## src/design/iotcp_pkg.sv

```systemverilog
`default_nettype none
package iotcp_pkg;

	typedef struct packed {
		logic               action;
		logic [7:0]         write_data;
		logic signed [15:0] accel_x;
		logic signed [15:0] accel_y;
		logic signed [15:0] accel_z;
		logic [12:0]        slider_level;
		logic [7:0]         battery_voltage;
		logic [7:0]         battery_level;
		logic [1:0]         wifi_level;
		logic [15:0]        heap_free_kb;
		logic [6:0]         cpu_limit;
	} in_t;

	typedef struct packed {
		logic [15:0] read_data;
		logic        no_device;
		logic [7:0]  led_brightness;
		logic        led_write;
		logic        power_led_on;
		logic        power_led_write;
	} out_t;

	typedef struct packed {
		logic       enable;
		logic [1:0] i2c_a_device;
		logic       analog_led_enable;
	} cfg_t;

	localparam logic [1:0] REG_ENABLE     = 2'd0;
	localparam logic [1:0] REG_I2C_A_DEV  = 2'd1;
	localparam logic [1:0] REG_ANALOG_LED = 2'd2;

	localparam logic [3:0] MODE_NONE    = 4'd0;
	localparam logic [3:0] MODE_ACCEL_X = 4'd1;
	localparam logic [3:0] MODE_ACCEL_Y = 4'd2;
	localparam logic [3:0] MODE_ACCEL_Z = 4'd3;
	localparam logic [3:0] MODE_ANALOG  = 4'd4;
	localparam logic [3:0] MODE_FIND_I  = 4'd6;
	localparam logic [3:0] MODE_FIND_A  = 4'd7;
	localparam logic [3:0] MODE_BAT_CUR = 4'd8;
	localparam logic [3:0] MODE_BAT_LVL = 4'd9;
	localparam logic [3:0] MODE_WIFI    = 4'd10;
	localparam logic [3:0] MODE_HEAP    = 4'd11;
	localparam logic [3:0] MODE_I2C_I   = 4'd12;
	localparam logic [3:0] MODE_CPU     = 4'd13;

	localparam logic [7:0] FRAME_START = 8'hE0;
	localparam logic [7:0] NO_DEVICE   = 8'hFF;

	function automatic logic [7:0] name_byte(input logic [3:0] pos);
		logic [7:0] r;
		case (pos)
			4'd1, 4'd7: r = 8'h30;
			4'd2, 4'd8, 4'd14: r = 8'h38;
			4'd4: r = 8'h33;
			4'd5: r = 8'h34;
			4'd10: r = 8'h35;
			4'd11: r = 8'h31;
			4'd13: r = 8'h36;
			default: r = 8'h00;
		endcase
		return r;
	endfunction

endpackage
`default_nettype wire

```

## src/design/iotcp_engine.sv

```systemverilog
`default_nettype none
module iotcp_engine #(
	parameter int BUFFER_BYTES = 32,
	parameter int WPW = $clog2(BUFFER_BYTES + 1)
) (
	input  wire iotcp_pkg::in_t  req,
	input  wire iotcp_pkg::cfg_t cfg,
	input  wire logic [7:0]      buf_q [BUFFER_BYTES],
	input  wire logic [WPW-1:0]  wp_q,
	input  wire logic [3:0]      mode_q,
	input  wire logic [3:0]      rp_q,
	input  wire logic [7:0]      put_rem_q,
	input  wire logic [7:0]      i2c_q,
	output logic [7:0]           buf_d [BUFFER_BYTES],
	output logic [WPW-1:0]       wp_d,
	output logic [3:0]           mode_d,
	output logic [3:0]           rp_d,
	output logic [7:0]           put_rem_d,
	output logic [7:0]           i2c_d,
	output iotcp_pkg::out_t      res
);
	localparam int IW = $clog2(BUFFER_BYTES);

	function automatic logic has_s(input int off, input logic [63:0] s, input int n);
		logic ok;
		ok = 1'b1;
		for (int i = 0; i < 8; i++) begin
			if (i < n) begin
				if (buf_q[off+i] != s[8*(n-1-i) +: 8])
					ok = 1'b0;
			end
		end
		return ok;
	endfunction

	logic [3:0] get_mode, find_mode;
	logic [3:0] b2hi;
	logic [7:0] v;
	logic put, st, clr;
	logic [15:0] val;
	logic use_reply;
	logic [1:0] dev;

	assign b2hi = buf_q[2][7:4];
	assign v = req.write_data;

	always_comb begin
		get_mode = iotcp_pkg::MODE_NONE;
		if (has_s(5, "device", 6)) begin
			if (has_s(12, "accel", 5) && buf_q[18] == 8'h78)
				get_mode = iotcp_pkg::MODE_ACCEL_X;
			else if (has_s(12, "accel", 5) && buf_q[18] == 8'h79)
				get_mode = iotcp_pkg::MODE_ACCEL_Y;
			else if (has_s(12, "accel", 5) && buf_q[18] == 8'h7A)
				get_mode = iotcp_pkg::MODE_ACCEL_Z;
			else if (has_s(12, "analog", 6) && has_s(19, "in", 2))
				get_mode = iotcp_pkg::MODE_ANALOG;
			else if (has_s(12, "i2c_i", 5))
				get_mode = iotcp_pkg::MODE_I2C_I;
		end else if (has_s(5, "host", 4)) begin
			if (has_s(10, "battery", 7) && has_s(18, "current", 7))
				get_mode = iotcp_pkg::MODE_BAT_CUR;
			else if (has_s(10, "battery", 7) && has_s(18, "level", 5))
				get_mode = iotcp_pkg::MODE_BAT_LVL;
			else if (has_s(10, "wifi", 4) && has_s(15, "level", 5))
				get_mode = iotcp_pkg::MODE_WIFI;
			else if (has_s(10, "heap", 4))
				get_mode = iotcp_pkg::MODE_HEAP;
		end else if (has_s(5, "msx", 3) && has_s(15, "cpu", 3) && has_s(19, "load", 4)) begin
			get_mode = iotcp_pkg::MODE_CPU;
		end
		find_mode = iotcp_pkg::MODE_NONE;
		if (has_s(5, "device", 6) && has_s(12, "i2c_", 4)) begin
			if (buf_q[16] == 8'h69)
				find_mode = iotcp_pkg::MODE_FIND_I;
			else if (buf_q[16] == 8'h61)
				find_mode = iotcp_pkg::MODE_FIND_A;
		end
	end

	always_comb begin
		buf_d = buf_q;
		wp_d = wp_q;
		mode_d = mode_q;
		rp_d = rp_q;
		put_rem_d = put_rem_q;
		i2c_d = i2c_q;
		res = '0;
		st = 1'b0;
		clr = 1'b0;
		val = '0;
		use_reply = 1'b0;
		dev = '0;
		put = (buf_q[2][7:4] == 4'h4) && (buf_q[3][7:4] == 4'hC);
		if (!req.action) begin
			if (cfg.enable) begin
				if (v == iotcp_pkg::FRAME_START) begin
					buf_d[0] = iotcp_pkg::FRAME_START;
					wp_d = WPW'(1);
				end else if (put_rem_q != 8'd0 && put) begin
					put_rem_d = put_rem_q - 8'd1;
					st = 1'b1;
				end else begin
					put_rem_d = 8'd0;
					if (wp_q == WPW'(3)) begin
						buf_d[3] = v;
						if (v == 8'h80 && b2hi == 4'h0) begin
							mode_d = get_mode;
							wp_d = '0;
						end else if (v == 8'h80 && b2hi == 4'h1) begin
							mode_d = find_mode;
							wp_d = '0;
						end else begin
							st = 1'b1;
						end
					end else if (wp_q == WPW'(4)) begin
						if (put)
							put_rem_d = v;
						st = 1'b1;
					end else if (wp_q == WPW'(6) && b2hi == 4'h4
							&& has_s(12, "analog", 6)) begin
						if (has_s(19, "out", 3)) begin
							if (cfg.analog_led_enable) begin
								res.led_brightness = {v[3:0], buf_q[5][7:4]};
								res.led_write = 1'b1;
							end
							wp_d = '0;
						end else begin
							st = 1'b1;
						end
					end else if (wp_q == WPW'(6) && b2hi == 4'h4 && buf_q[5] == 8'h94) begin
						i2c_d = v;
						res.power_led_on = ~v[1];
						res.power_led_write = 1'b1;
						wp_d = '0;
					end else begin
						st = 1'b1;
					end
				end
				if (st && wp_q < WPW'(BUFFER_BYTES)) begin
					buf_d[wp_q[IW-1:0]] = v;
					wp_d = wp_q + WPW'(1);
				end
			end
		end else if (!cfg.enable || buf_q[0] != iotcp_pkg::FRAME_START || buf_q[3] != 8'h80) begin
			res.read_data = {8'h00, iotcp_pkg::NO_DEVICE};
			res.no_device = 1'b1;
		end else begin
			res.read_data = {8'h00, iotcp_pkg::NO_DEVICE};
			res.no_device = 1'b1;
			if (b2hi == 4'h0) begin
				use_reply = 1'b1;
				case (mode_q)
					iotcp_pkg::MODE_ACCEL_X: val = req.accel_y >>> 2;
					iotcp_pkg::MODE_ACCEL_Y: val = req.accel_x >>> 2;
					iotcp_pkg::MODE_ACCEL_Z: val = req.accel_z >>> 2;
					iotcp_pkg::MODE_ANALOG:
						val = (req.slider_level > 13'd4095) ? 16'd4095 : {3'b000, req.slider_level};
					iotcp_pkg::MODE_BAT_CUR: begin
						i2c_d = req.battery_voltage;
						val = {8'h00, req.battery_voltage};
					end
					iotcp_pkg::MODE_BAT_LVL: begin
						i2c_d = req.battery_level;
						val = {8'h00, req.battery_level};
					end
					iotcp_pkg::MODE_WIFI: val = {14'd0, req.wifi_level};
					iotcp_pkg::MODE_HEAP: begin
						use_reply = 1'b0;
						res.read_data = req.heap_free_kb;
						res.no_device = 1'b0;
					end
					iotcp_pkg::MODE_I2C_I: val = {8'h00, i2c_q};
					iotcp_pkg::MODE_CPU: val = {9'd0, req.cpu_limit};
					default: use_reply = 1'b0;
				endcase
				if (use_reply) begin
					res.no_device = 1'b0;
					case (rp_q)
						4'd0: begin
							rp_d = 4'd1;
							res.read_data = 16'd2;
						end
						4'd1: begin
							rp_d = 4'd2;
							res.read_data = {8'h00, val[7:0]};
						end
						4'd2: begin
							rp_d = 4'd0;
							clr = 1'b1;
							res.read_data = {8'h00, val[15:8]};
						end
						default: res.read_data = '0;
					endcase
				end
			end else if (b2hi == 4'h1 && buf_q[2][3:0] == 4'h1) begin
				if (rp_q < 4'd2) begin
					rp_d = rp_q + 4'd1;
					res.read_data = '0;
					res.no_device = 1'b0;
				end else if (rp_q == 4'd2) begin
					if (mode_q == iotcp_pkg::MODE_FIND_I)
						res.read_data = 16'd5;
					else if (mode_q == iotcp_pkg::MODE_FIND_A)
						res.read_data = {15'd0, cfg.i2c_a_device != 2'd0};
					else
						res.read_data = '0;
					res.no_device = 1'b0;
					rp_d = 4'd0;
					clr = 1'b1;
				end
			end else if (b2hi == 4'h1 && buf_q[2][3:0] == 4'h3) begin
				res.no_device = 1'b0;
				res.read_data = '0;
				if (mode_q == iotcp_pkg::MODE_FIND_I) begin
					if (rp_q < 4'd14) begin
						res.read_data = {8'h00, iotcp_pkg::name_byte(rp_q)};
						rp_d = rp_q + 4'd1;
					end else if (rp_q == 4'd14) begin
						rp_d = 4'd0;
						clr = 1'b1;
						res.read_data = 16'h0038;
					end
				end else begin
					dev = (mode_q == iotcp_pkg::MODE_FIND_A) ? cfg.i2c_a_device : 2'd0;
					if (rp_q == 4'd0) begin
						rp_d = 4'd1;
					end else if (rp_q == 4'd1 && dev == 2'd1) begin
						rp_d = 4'd2;
						res.read_data = 16'h0034;
					end else if (rp_q == 4'd1 && dev == 2'd2) begin
						rp_d = 4'd2;
						res.read_data = 16'h0033;
					end else if (rp_q == 4'd1 || rp_q == 4'd2) begin
						// position 1 without a device carries on into the end-of-string step
						rp_d = 4'd0;
						clr = 1'b1;
						if (dev == 2'd1)
							res.read_data = 16'h0030;
						else if (dev == 2'd2)
							res.read_data = 16'h0045;
					end
				end
			end
			if (clr) begin
				for (int i = 0; i < BUFFER_BYTES; i++)
					buf_d[i] = 8'h00;
				wp_d = '0;
				mode_d = iotcp_pkg::MODE_NONE;
				put_rem_d = 8'd0;
			end
		end
	end

endmodule
`default_nettype wire

```

## src/design/iot_command_port_core.sv

```systemverilog
// IoT command port.
// Requests enter on in_valid/in_ready with an iotcp_pkg::in_t payload: a
// write pushes a command byte into the frame buffer, a read returns the next
// reply byte. Every accepted request yields exactly one result on
// out_valid/out_ready in the next cycle, from a result register. A new request can be
// taken every cycle: the frame state is updated in a single pass of logic
// between the state registers and the result register, so throughput is one
// request per cycle while the receiver keeps up.
// If the receiver stalls, the result register holds and in_ready drops until
// the result is taken; no result is lost or repeated.
// Configuration (enable, i2c_a_device, analog_led_enable) is written through
// cfg_valid/cfg_ready/cfg_index/cfg_data; cfg_ready is always high and writes
// are only to be issued while the port is idle.
// Reset (arst_n low) clears the frame buffer, positions and mode, disables
// the port and sets i2c_a_device to 1.
`default_nettype none
module iot_command_port_core #(
	parameter int BUFFER_BYTES = 32
) (
	input  wire logic            clk,
	input  wire logic            arst_n,
	input  wire logic            in_valid,
	output logic                 in_ready,
	input  wire iotcp_pkg::in_t  in_data,
	output logic                 out_valid,
	input  wire logic            out_ready,
	output iotcp_pkg::out_t      out_data,
	input  wire logic            cfg_valid,
	output logic                 cfg_ready,
	input  wire logic [1:0]      cfg_index,
	input  wire logic [1:0]      cfg_data
);
	localparam int WPW = $clog2(BUFFER_BYTES + 1);

	logic [7:0]      buf_q [BUFFER_BYTES];
	logic [7:0]      buf_d [BUFFER_BYTES];
	logic [WPW-1:0]  wp_q, wp_d;
	logic [3:0]      mode_q, mode_d, rp_q, rp_d;
	logic [7:0]      put_rem_q, put_rem_d, i2c_q, i2c_d;
	iotcp_pkg::cfg_t cfg_q;
	iotcp_pkg::out_t res, out_q;
	logic            out_valid_q, accept;

	assign in_ready = !out_valid_q || out_ready;
	assign accept = in_valid && in_ready;
	assign cfg_ready = 1'b1;
	assign out_valid = out_valid_q;
	assign out_data = out_q;

	iotcp_engine #(.BUFFER_BYTES(BUFFER_BYTES), .WPW(WPW)) u_engine (
		.req(in_data), .cfg(cfg_q), .buf_q(buf_q), .wp_q(wp_q), .mode_q(mode_q),
		.rp_q(rp_q), .put_rem_q(put_rem_q), .i2c_q(i2c_q), .buf_d(buf_d),
		.wp_d(wp_d), .mode_d(mode_d), .rp_d(rp_d), .put_rem_d(put_rem_d),
		.i2c_d(i2c_d), .res(res)
	);

	always_ff @(posedge clk or negedge arst_n) begin
		if (!arst_n) begin
			for (int i = 0; i < BUFFER_BYTES; i++)
				buf_q[i] <= 8'h00;
			wp_q <= '0;
			mode_q <= iotcp_pkg::MODE_NONE;
			rp_q <= '0;
			put_rem_q <= '0;
			i2c_q <= '0;
			out_valid_q <= 1'b0;
			cfg_q.enable <= 1'b0;
			cfg_q.i2c_a_device <= 2'd1;
			cfg_q.analog_led_enable <= 1'b0;
		end else begin
			if (accept) begin
				buf_q <= buf_d;
				wp_q <= wp_d;
				mode_q <= mode_d;
				rp_q <= rp_d;
				put_rem_q <= put_rem_d;
				i2c_q <= i2c_d;
				out_valid_q <= 1'b1;
			end else if (out_ready) begin
				out_valid_q <= 1'b0;
			end
			if (cfg_valid) begin
				unique case (cfg_index)
					iotcp_pkg::REG_ENABLE: cfg_q.enable <= cfg_data[0];
					iotcp_pkg::REG_I2C_A_DEV: cfg_q.i2c_a_device <= cfg_data;
					iotcp_pkg::REG_ANALOG_LED: cfg_q.analog_led_enable <= cfg_data[0];
					default: ;
				endcase
			end
		end
	end

	always_ff @(posedge clk) begin
		if (accept)
			out_q <= res;
	end

endmodule
`default_nettype wire
```

## config.mk

```make
export PLATFORM = sky130hd
export DESIGN_NAME = iot_command_port_core
export DESIGN_NICKNAME = d
export VERILOG_FILES = /design/src/design/iotcp_pkg.sv /design/src/design/iotcp_engine.sv /design/src/design/iot_command_port_core.sv
export SDC_FILE = /design/constraint.sdc
export NUM_CORES = 1
export LEC_CHECK = 0
export BUFFER_PORTS_ARGS = -buffer_cell sky130_fd_sc_hd__clkbuf_2
export CORE_MARGIN = 5
export CORE_UTILIZATION = 45
export DETAILED_ROUTE_END_ITERATION = 8
export GPL_TIMING_DRIVEN = 0
export PLACE_DENSITY = 0.78
export SYNTH_ARGS = -nofsm -noshare
export SYNTH_HDL_FRONTEND = slang
export SYNTH_SLANG_ARGS = --single-unit
```

## constraint.sdc

```tcl
create_clock -name clk -period 3.1 [get_ports clk]
set_input_delay 0.31 -clock clk [delete_from_list [all_inputs] [get_ports clk]]
set_output_delay 0.31 -clock clk [all_outputs]
set_load 0.02 [all_outputs]
```

==> results of run 1 <==
[registers in the layout (all words and copies together), names as in the netlist]
register	cells
cfg_q	4
rp_q	4
wp_q	6
out_valid	1
i2c_q	8
put_rem_q	8
out_data	28
mode_q	4
buf_q	184
[routing by layer]
layer | global-route usage, % | vias to the layer above | wire length, um
met5 | 0 | - | 0
met4 | 10.63 | 0 | 2157
met3 | 4.324 | 150 | 4176
met2 | 43.62 | 711 | 21500
met1 | 37.19 | 6217 | 18750
li1 | - | 5551 | -
[repair_timing]
| item | CTS | global route |
|---|---|---|
| endpoints found under the setup margin | 227 | 199 |
| setup buffers | 23 | 10 |
| pin swaps | 17 | 7 |
| endpoints found under the hold margin | 111 | 0 |
| resized for setup | 69 | 43 |
| hold buffers | 1 | 0 |
| gates cloned | 1 | 0 |
[cell families (layout without fill, tap and decap cells)]
family,Yosys count,in the layout
xor gates and xnor gates,5,5
and+or+nand+nor,573,573
AOI/OAI and AO/OA,359,359
muxes,63,63
DFF,247,247
other,1,2
buffers and inverters,89,311
adders and majority gates,9,9
[power by group through the flow]
stage	clock, mW	sequential [mW]	combinational, mW
6_report	3.37	3.45	0.787
5_1_grt	3.56	3.46	0.854
4_1_cts	3.39	3.45	0.765
3_5_place_dp	0	3.50	0.732
3_3_place_gp	0	3.50	0.713
2_1_floorplan	0	3.50	0.389
[synthesized netlist by cell type, drive strengths merged, types with 9 or more instances]
cell type  instances
nand2            161
a22oi             12
ha                 9
nand3b            13
nand4             24
and4               9
nor4b             12
mux2              20
clkbuf            51
nand4bb            9
nor4              33
nor3              45
nor2              67
nor2b             18
or4               18
and2              21
nand4b            12
nand2b            25
o21ai            121
buf               21
dfrtp            218
inv               17
a31oi             18
mux2i             43
nand3             34
or3               16
nor4bb             9
o211ai            15
a22o              89
edfxtp            28
a21oi             24
o2bb2ai           11
[stage by stage]
| stage | setup WS [ps] | cell area (um^2) | cells | total power [mW] | TNS (ps) |
|---|---|---|---|---|---|
| after floorplan | -47.64 | 13440 | 1346 | 3.892 | -47.64 |
| after global placement | -2486 | 14630 | 1877 | 4.216 | -740190 |
| after detailed placement | -1221 | 14690 | 1879 | 4.235 | -198810 |
| after CTS | 2.268 | 16150 | 1950 | 7.606 | 0 |
| after global routing | -32.36 | 16350 | 1958 | 7.874 | -177.6 |
| final | 32.44 | 16350 | 1959 | 7.609 | 0 |
[how the worst min path moves through the flow]
| stage | start | to | slack, ps |
|---|---|---|---|
| 2_1_floorplan | arst_n | buf_q[100]$_DFFE_PN0P_ | 10 |
| 3_3_place_gp | buf_q[139]$_DFFE_PN0P_ | buf_q[139]$_DFFE_PN0P_ | 460 |
| 3_5_place_dp | arst_n | buf_q[134]$_DFFE_PN0P_ | 420 |
| 4_1_cts | cfg_data[1] | cfg_q[2]$_DFFE_PN0P_ | 0.3 |
| 5_1_grt | cfg_data[1] | cfg_q[2]$_DFFE_PN0P_ | 0.08 |
| 6_report | cfg_data[1] | cfg_q[2]$_DFFE_PN0P_ | 9 |
[layout make-up]
cell class                 count  share of cell area [%]
clock inverter                10                  0.9261
buffer                        69                   2.219
multi-input combinational   1010                   43.26
sequential                   247                   38.70
clock buffer                  37                   4.737
inverter                      17                  0.4362
timing repair inverter         1                 0.03061
antenna                        1                 0.01531
timing repair buffer         177                   6.689
tap                          390                   2.985
==> metrics.md, run 1 <==
| Metric | Value |
|---|---|
| Sequential share of the synthesized area | `47.09%` |
| Top-Level Pins | `151` |
| Final Max Tran Viols | `0` |
| Worst reg2reg path startpoint | `rp_q[0]$_DFFE_PN0P_` |
| Synth-to-Final Area Change | `21.76%` |
| Clock-pin transition on the worst setup and hold timing paths | `60 ps` |
| Area leader, netlist | `dfrtp_1` |
| Worst R2R Path Depth | `11` |
| Worst Hold Depth | `2` |
| CP Depth | `11` |
| Core area | `29560 um^2` |
| Internal Power | `5.706 mW` |
| Avg Cell Area, Syn | `9.975 um^2` |
| Crit. Startpoint | `rp_q[0]$_DFFE_PN0P_` |
| Flip-flop and latch area | `6326 um^2` |
| Syn Inst Count | `1346` |
| Unique masters post-synth | `89` |
| Reg2Reg Setup Slack | `30 ps` |
| Vias | `12.63k` |
| Comb power frac | `10.3%` |
| Lkg Pwr | `6.654 nW` |
| Gr usage total | `27.16%` |
| Maximum VDD drop | `0.4671 mV` |
| Setup CP Type | `flip-flop to flip-flop` |
| Power Density | `465.4 nW/um^2` |
| Final core utilization | `55.31%` |
| CP top delay family | `simple AND/OR/NAND/NOR gates` |
| Critical Path Max Stage Delay | `700 ps` |
| Total wire length | `46580 um` |
| Synth Warn # | `0` |
| Crit-path max FO | `8` |
| CP endpoint | `buf_q[197]$_DFFE_PN0P_` |
| Worst rel slew slack | `32.17%` |
| Post-synth EDFFs | `28` |
| Worst path required time | `3470 ps` |
| HP Class | `primary input to flip-flop` |
| Commonest non-fill, non-tap cell in the layout | `dfrtp_1` |
| Unrepaired setup endpoints after global routing | `true` |
| Flop pwr share | `45.3%` |
| Mux contribution to synthesized area | `4.967%` |
| Adder-cell share of the synthesized area | `0.8387%` |
| Seq cells post-synth | `247` |
| Gr ovfl total | `0` |
| Via density | `6.447` |
| Routability cong. | `0.9641` |
| Buffers on Ports | `141` |
| Synthesized area | `13430 um^2` |
| Sw Share | `25.02%` |
| CTS Buffer Depth | `3` |
| Fmax | `326.0 MHz` |
| H-Tree Depth | `1` |
| CP max stage cell | `or4_4` |
| Drt pass-1 iters | `5` |
| Largest net degree at the start of global routing | `114` |
| Final hold slack | `8.504 ps` |
| DP HPWL | `33870 um` |
| Initial Utilization | `45.42%` |
| Clock Skew | `12.90 ps` |
| Die area | `33390 um^2` |
| Die width | `182.7 um` |
| Multi-input gate area | `7073 um^2` |
| Crit path cell chain | `inv_2 -> ha_4 -> buf_6 -> or3b_4 -> buf_8 -> nor4_4 -> a22oi_2 -> o211ai_4 -> nand3_4 -> or4_4 -> mux2i_1` |
| Clk Latency, worst-skew pair | `540 ps` |
| CP Capture Type | `flip-flop` |
| Site row count | `63` |
| Worst path arrival time | `3440 ps` |
| Antenna violations before repair | `0` |
| Measured slew at the worst slew-check pin | `1015 ps` |
| Commonest cells after routing, fill and taps aside | `dfrtp_1, nand2_1, clkbuf_2` |
| Net Count, Synth | `1475` |
| Async set or reset register ratio after synthesis | `88.66%` |
| Fraction of the mapped netlist area in simple logic gates | `25.25%` |
| Number of global-route vias before repair | `12.33k` |
| Largest family of logic cells by synthesized area | `simple AND/OR/NAND/NOR gates` |
| Post-synthesis xor/xnor area fraction | `0.3262%` |
| Final period utilization | `98.95%` |
| Share of post-route cells with drive strength above 1 | `22.70%` |
| Die Y | `182.7 um` |
| Worst r2r dst | `buf_q[197]$_DFFE_PN0P_` |
| CTS sink count | `247` |
| NumNets Final | `1679` |
| Synth top area share | `40.63%` |
| Most used DFF post-synth | `dfrtp_1` |
| First-pass GRT wire length | `72150 um` |
| Sw power | `1.904 mW` |
| Crit path launch type | `flip-flop` |
| Detailed router's first-iteration violation count | `1293` |
| Final setup violation count | `0` |
| Final Hold Fails | `0` |
| Synth Area in Compound Gates | `18.67%` |
| Critical path buffer and inverter count | `3` |
| CTS tree | `done` |
| CTS root buf | `clkbuf_16` |
| Post-route DRC | `0` |
| Layout fillers | `2585` |
| MaxCap Viol Count | `0` |
| Status | `finished clean` |
| Clk pwr share | `44.3%` |
| Num CTS Buffers | `27` |
| Final min period | `3068 ps` |
| Post-DRT Antenna Nets | `0` |
| Synth top area cells | `dfrtp_1, edfxtp_1, a22o_1, nand2_1, o21ai_0` |
| DR WL/cell | `23.78 um` |
No activity file was read; power rests on OpenSTA's default activity.
==> run 2, diff against run 1 <==
==> constraint.sdc (replaced) <==
create_clock -name clk -period 3.1 [get_ports clk]
set_input_delay 0.31 -clock clk [delete_from_list [all_inputs] [get_ports clk]]
set_output_delay 0.31 -clock clk [all_outputs]
set_load 0.01 [all_outputs]
==> run 2 against run 1 <==
Effect of this change: maximum frequency is 0.50% lower; critical endpoint unchanged; non-clock buffer count grew 9; clock skew is 18 ps higher.
==> metrics.md, run 2 (synthesized netlist as in run 1, its figures left out) <==
| Metric | Value |
|---|---|
| Number of flip-flops in the largest register | `184 (unchanged)` |
| Lkg Pwr | `6.676 nW (was 6.654 nW)` |
| Worst rel slew slack | `33.82% (was 32.17%)` |
| Maximum VDD drop | `0.4057 mV (was 0.4671 mV)` |
| Final period utilization | `99.45% (was 98.95%)` |
| DR WL/cell | `23.99 um (was 23.78 um)` |
| Gr usage total | `27.31% (was 27.16%)` |
| Diode count | `0 (was 1)` |
| Post-DRT Antenna Nets | `0 (unchanged)` |
| Sw power | `1.916 mW (was 1.904 mW)` |
| DP HPWL | `34010 um (was 33870 um)` |
| Multi-input gate area | `7084 um^2 (was 7073 um^2)` |
| Final setup violation count | `0 (unchanged)` |
| Final Max Tran Viols | `0 (unchanged)` |
| Final core utilization | `55.56% (was 55.31%)` |
| M1 WL | `18970 um (was 18750 um)` |
| Final worst setup slack | `16.90 ps (was 32.44 ps)` |
| Share of post-route cells with drive strength above 1 | `22.67% (was 22.70%)` |
| Total wire length | `47240 um (was 46580 um)` |
| Initial Utilization | `45.42% (unchanged)` |
| Clock-pin transition on the worst setup and hold timing paths | `60 ps (about the same)` |
| Unrepaired setup endpoints after global routing | `true (unchanged)` |
| H-Tree Depth | `1 (unchanged)` |
| Clk pwr share | `43.5% (was 44.3%)` |
| Die area | `33390 um^2 (unchanged)` |
| Crit-path max FO | `8 (unchanged)` |
| Largest net degree at the start of global routing | `115 (was 114)` |
| Vias | `12.67k (was 12.63k)` |
| Antenna violations before repair | `0 (unchanged)` |
| Synth-to-Final Area Change | `22.31% (was 21.76%)` |
| Met3 WL | `4502 um (was 4176 um)` |
| Power Density | `456.1 nW/um^2 (was 465.4 nW/um^2)` |
| Via density | `6.433 (was 6.447)` |
| Die width | `182.7 um (unchanged)` |
| Die Y | `182.7 um (unchanged)` |
| Highest routed layer | `met4 (unchanged)` |
| Clock Skew | `30.74 ps (was 12.90 ps)` |
| Layout fillers | `2597 (was 2585)` |
| Dpl ws | `-1166 ps (was -1221 ps)` |
| Final hold slack | `40.61 ps (was 8.504 ps)` |
| Post-route DRC | `0 (unchanged)` |
| NumNets Final | `1689 (was 1679)` |
| CTS sink count | `247 (unchanged)` |
| Core area | `29560 um^2 (unchanged)` |
| Final instance area | `16420 um^2 (was 16350 um^2)` |
| Drt pass-1 iters | `5 (unchanged)` |
| Status | `finished clean (unchanged)` |
| Internal Power | `5.573 mW (was 5.706 mW)` |
| Final min period | `3083 ps (was 3068 ps)` |
| Final Hold Fails | `0 (unchanged)` |
| Num CTS Buffers | `27 (unchanged)` |
| Top-Level Pins | `151 (unchanged)` |
| CTS Buffer Depth | `3 (unchanged)` |
| Met2 wire length | `21660 um (was 21500 um)` |
| Setup CP Type | `flip-flop to flip-flop (unchanged)` |
| Worst path arrival time | `3450 ps (was 3440 ps)` |
| Routability cong. | `0.9665 (was 0.9641)` |
| Buffers on Ports | `141 (unchanged)` |
| Commonest non-fill, non-tap cell in the layout | `dfrtp_1 (unchanged)` |
| HP Class | `primary input to flip-flop (unchanged)` |
| MaxCap Viol Count | `0 (unchanged)` |
| Comb power frac | `10.5% (was 10.3%)` |
| CTS tree | `done (unchanged)` |
| Largest Register | `buf_q (unchanged)` |
| Gr ovfl total | `0 (unchanged)` |
| Flip-flop and latch area | `6325 um^2 (was 6326 um^2)` |
| Placed Area | `14700 um^2 (was 14690 um^2)` |
| Setup TNS Final | `0 ps (unchanged)` |
| CTS root buf | `clkbuf_16 (unchanged)` |
| Site row count | `63 (unchanged)` |
| Worst path required time | `3460 ps (was 3470 ps)` |
| Detailed router's first-iteration violation count | `1248 (was 1293)` |
| Measured slew at the worst slew-check pin | `985.1 ps (was 1015 ps)` |
| Fmax | `324.3 MHz (was 326.0 MHz)` |
| Number of global-route vias before repair | `12.38k (was 12.33k)` |
| Sw Share | `25.58% (was 25.02%)` |
| CP Capture Type | `flip-flop (unchanged)` |
| Clk Latency, worst-skew pair | `560 ps (was 540 ps)` |
| Reg2Reg Setup Slack | `20 ps (was 30 ps)` |
| Crit path launch type | `flip-flop (unchanged)` |
| First-pass GRT wire length | `72430 um (was 72150 um)` |
| Flop pwr share | `46.1% (was 45.3%)` |
| Commonest cells after routing, fill and taps aside | `dfrtp_1, nand2_1, clkbuf_2 (unchanged)` |
## run 2: changes by cell type in the layout (fill, tap and decap cells not counted), moves of 2 or more
cell / delta
o21ai_1: +23
o21ai_0: -21
buf_6: +4
clkinv_2: -4
clkbuf_1: +3
clkbuf_4: +3
buf_12: +2
buf_4: +2
bufinv_16: -2
clkinvlp_4: +2
nor4_1: +2
nor4_2: -2
o21ai_2: -2
## run 2: cell type report
class / count / share of cell area (%)
Multi-Input combinational cell: 1011 / 43.14
Sequential cell: 247 / 38.51
Timing Repair Buffer: 186 / 7.276
Clock buffer: 42 / 4.884
Tap cell: 390 / 2.971
Buffer: 69 / 2.210
Clock inverter: 6 / 0.5410
Inverter: 17 / 0.4343
Timing Repair inverter: 1 / 0.03048
## run 2: critical path, stage by stage (launching register included)
cell and delay [ps]:
dfrtp_1 400, or3b_1 460, nor4_2 330, and4_4 340, nor3b_1 80, or3_1 320
buf_6 150, or4_4 650, mux2i_1 160
## run 2: what timing repair did
| action | in CTS | in global routing |
|---|---|---|
| pin swaps | 14 | 11 |
| endpoints found under the hold margin | 114 | 0 |
| gates cloned | 3 | 1 |
| gates resized for setup | 74 | 59 |
| setup buffers | 21 | 18 |
| setup endpoints to repair | 221 | 196 |
| hold buffers | 2 | 0 |
## run 2: power by group through the flow
stage	clock network (mW)	logic (mW)	registers, mW
global placement	0	0.699	3.50
CTS	3.28	0.757	3.45
finish	3.26	0.783	3.45
global route	3.42	0.848	3.46
floorplan	0	0.387	3.49
detailed placement	0	0.718	3.51
## run 2: stage by stage
stage	total power [mW]	cells
finish	7.490	1969
global route	7.730	1969
CTS	7.486	1952
global placement	4.201	1877
floorplan	3.877	1346
detailed placement	4.224	1879
## run 2: path summary, 6_finish.rpt
kind                                        startpoint                      to  depth (start not counted)
worst max-delay path            buf_q[144]$_DFFE_PN0P_  buf_q[197]$_DFFE_PN0P_                          8
worst max register to register  buf_q[144]$_DFFE_PN0P_  buf_q[197]$_DFFE_PN0P_                          8
worst min register to register  buf_q[160]$_DFFE_PN0P_  buf_q[160]$_DFFE_PN0P_                          2
min in group asynchronous                       arst_n  buf_q[133]$_DFFE_PN0P_                          3
worst min-delay path                       cfg_data[0]    cfg_q[1]$_DFFE_PN1P_                          2
max in group asynchronous                       arst_n     rp_q[1]$_DFFE_PN0P_                          4
## run 2: per-layer routing
metal	up-vias	global-route usage (%)
met5	-	0
met4	0	11.11
met3	139	5.415
met2	744	44.23
met1	6207	36.20
li1	5576	-
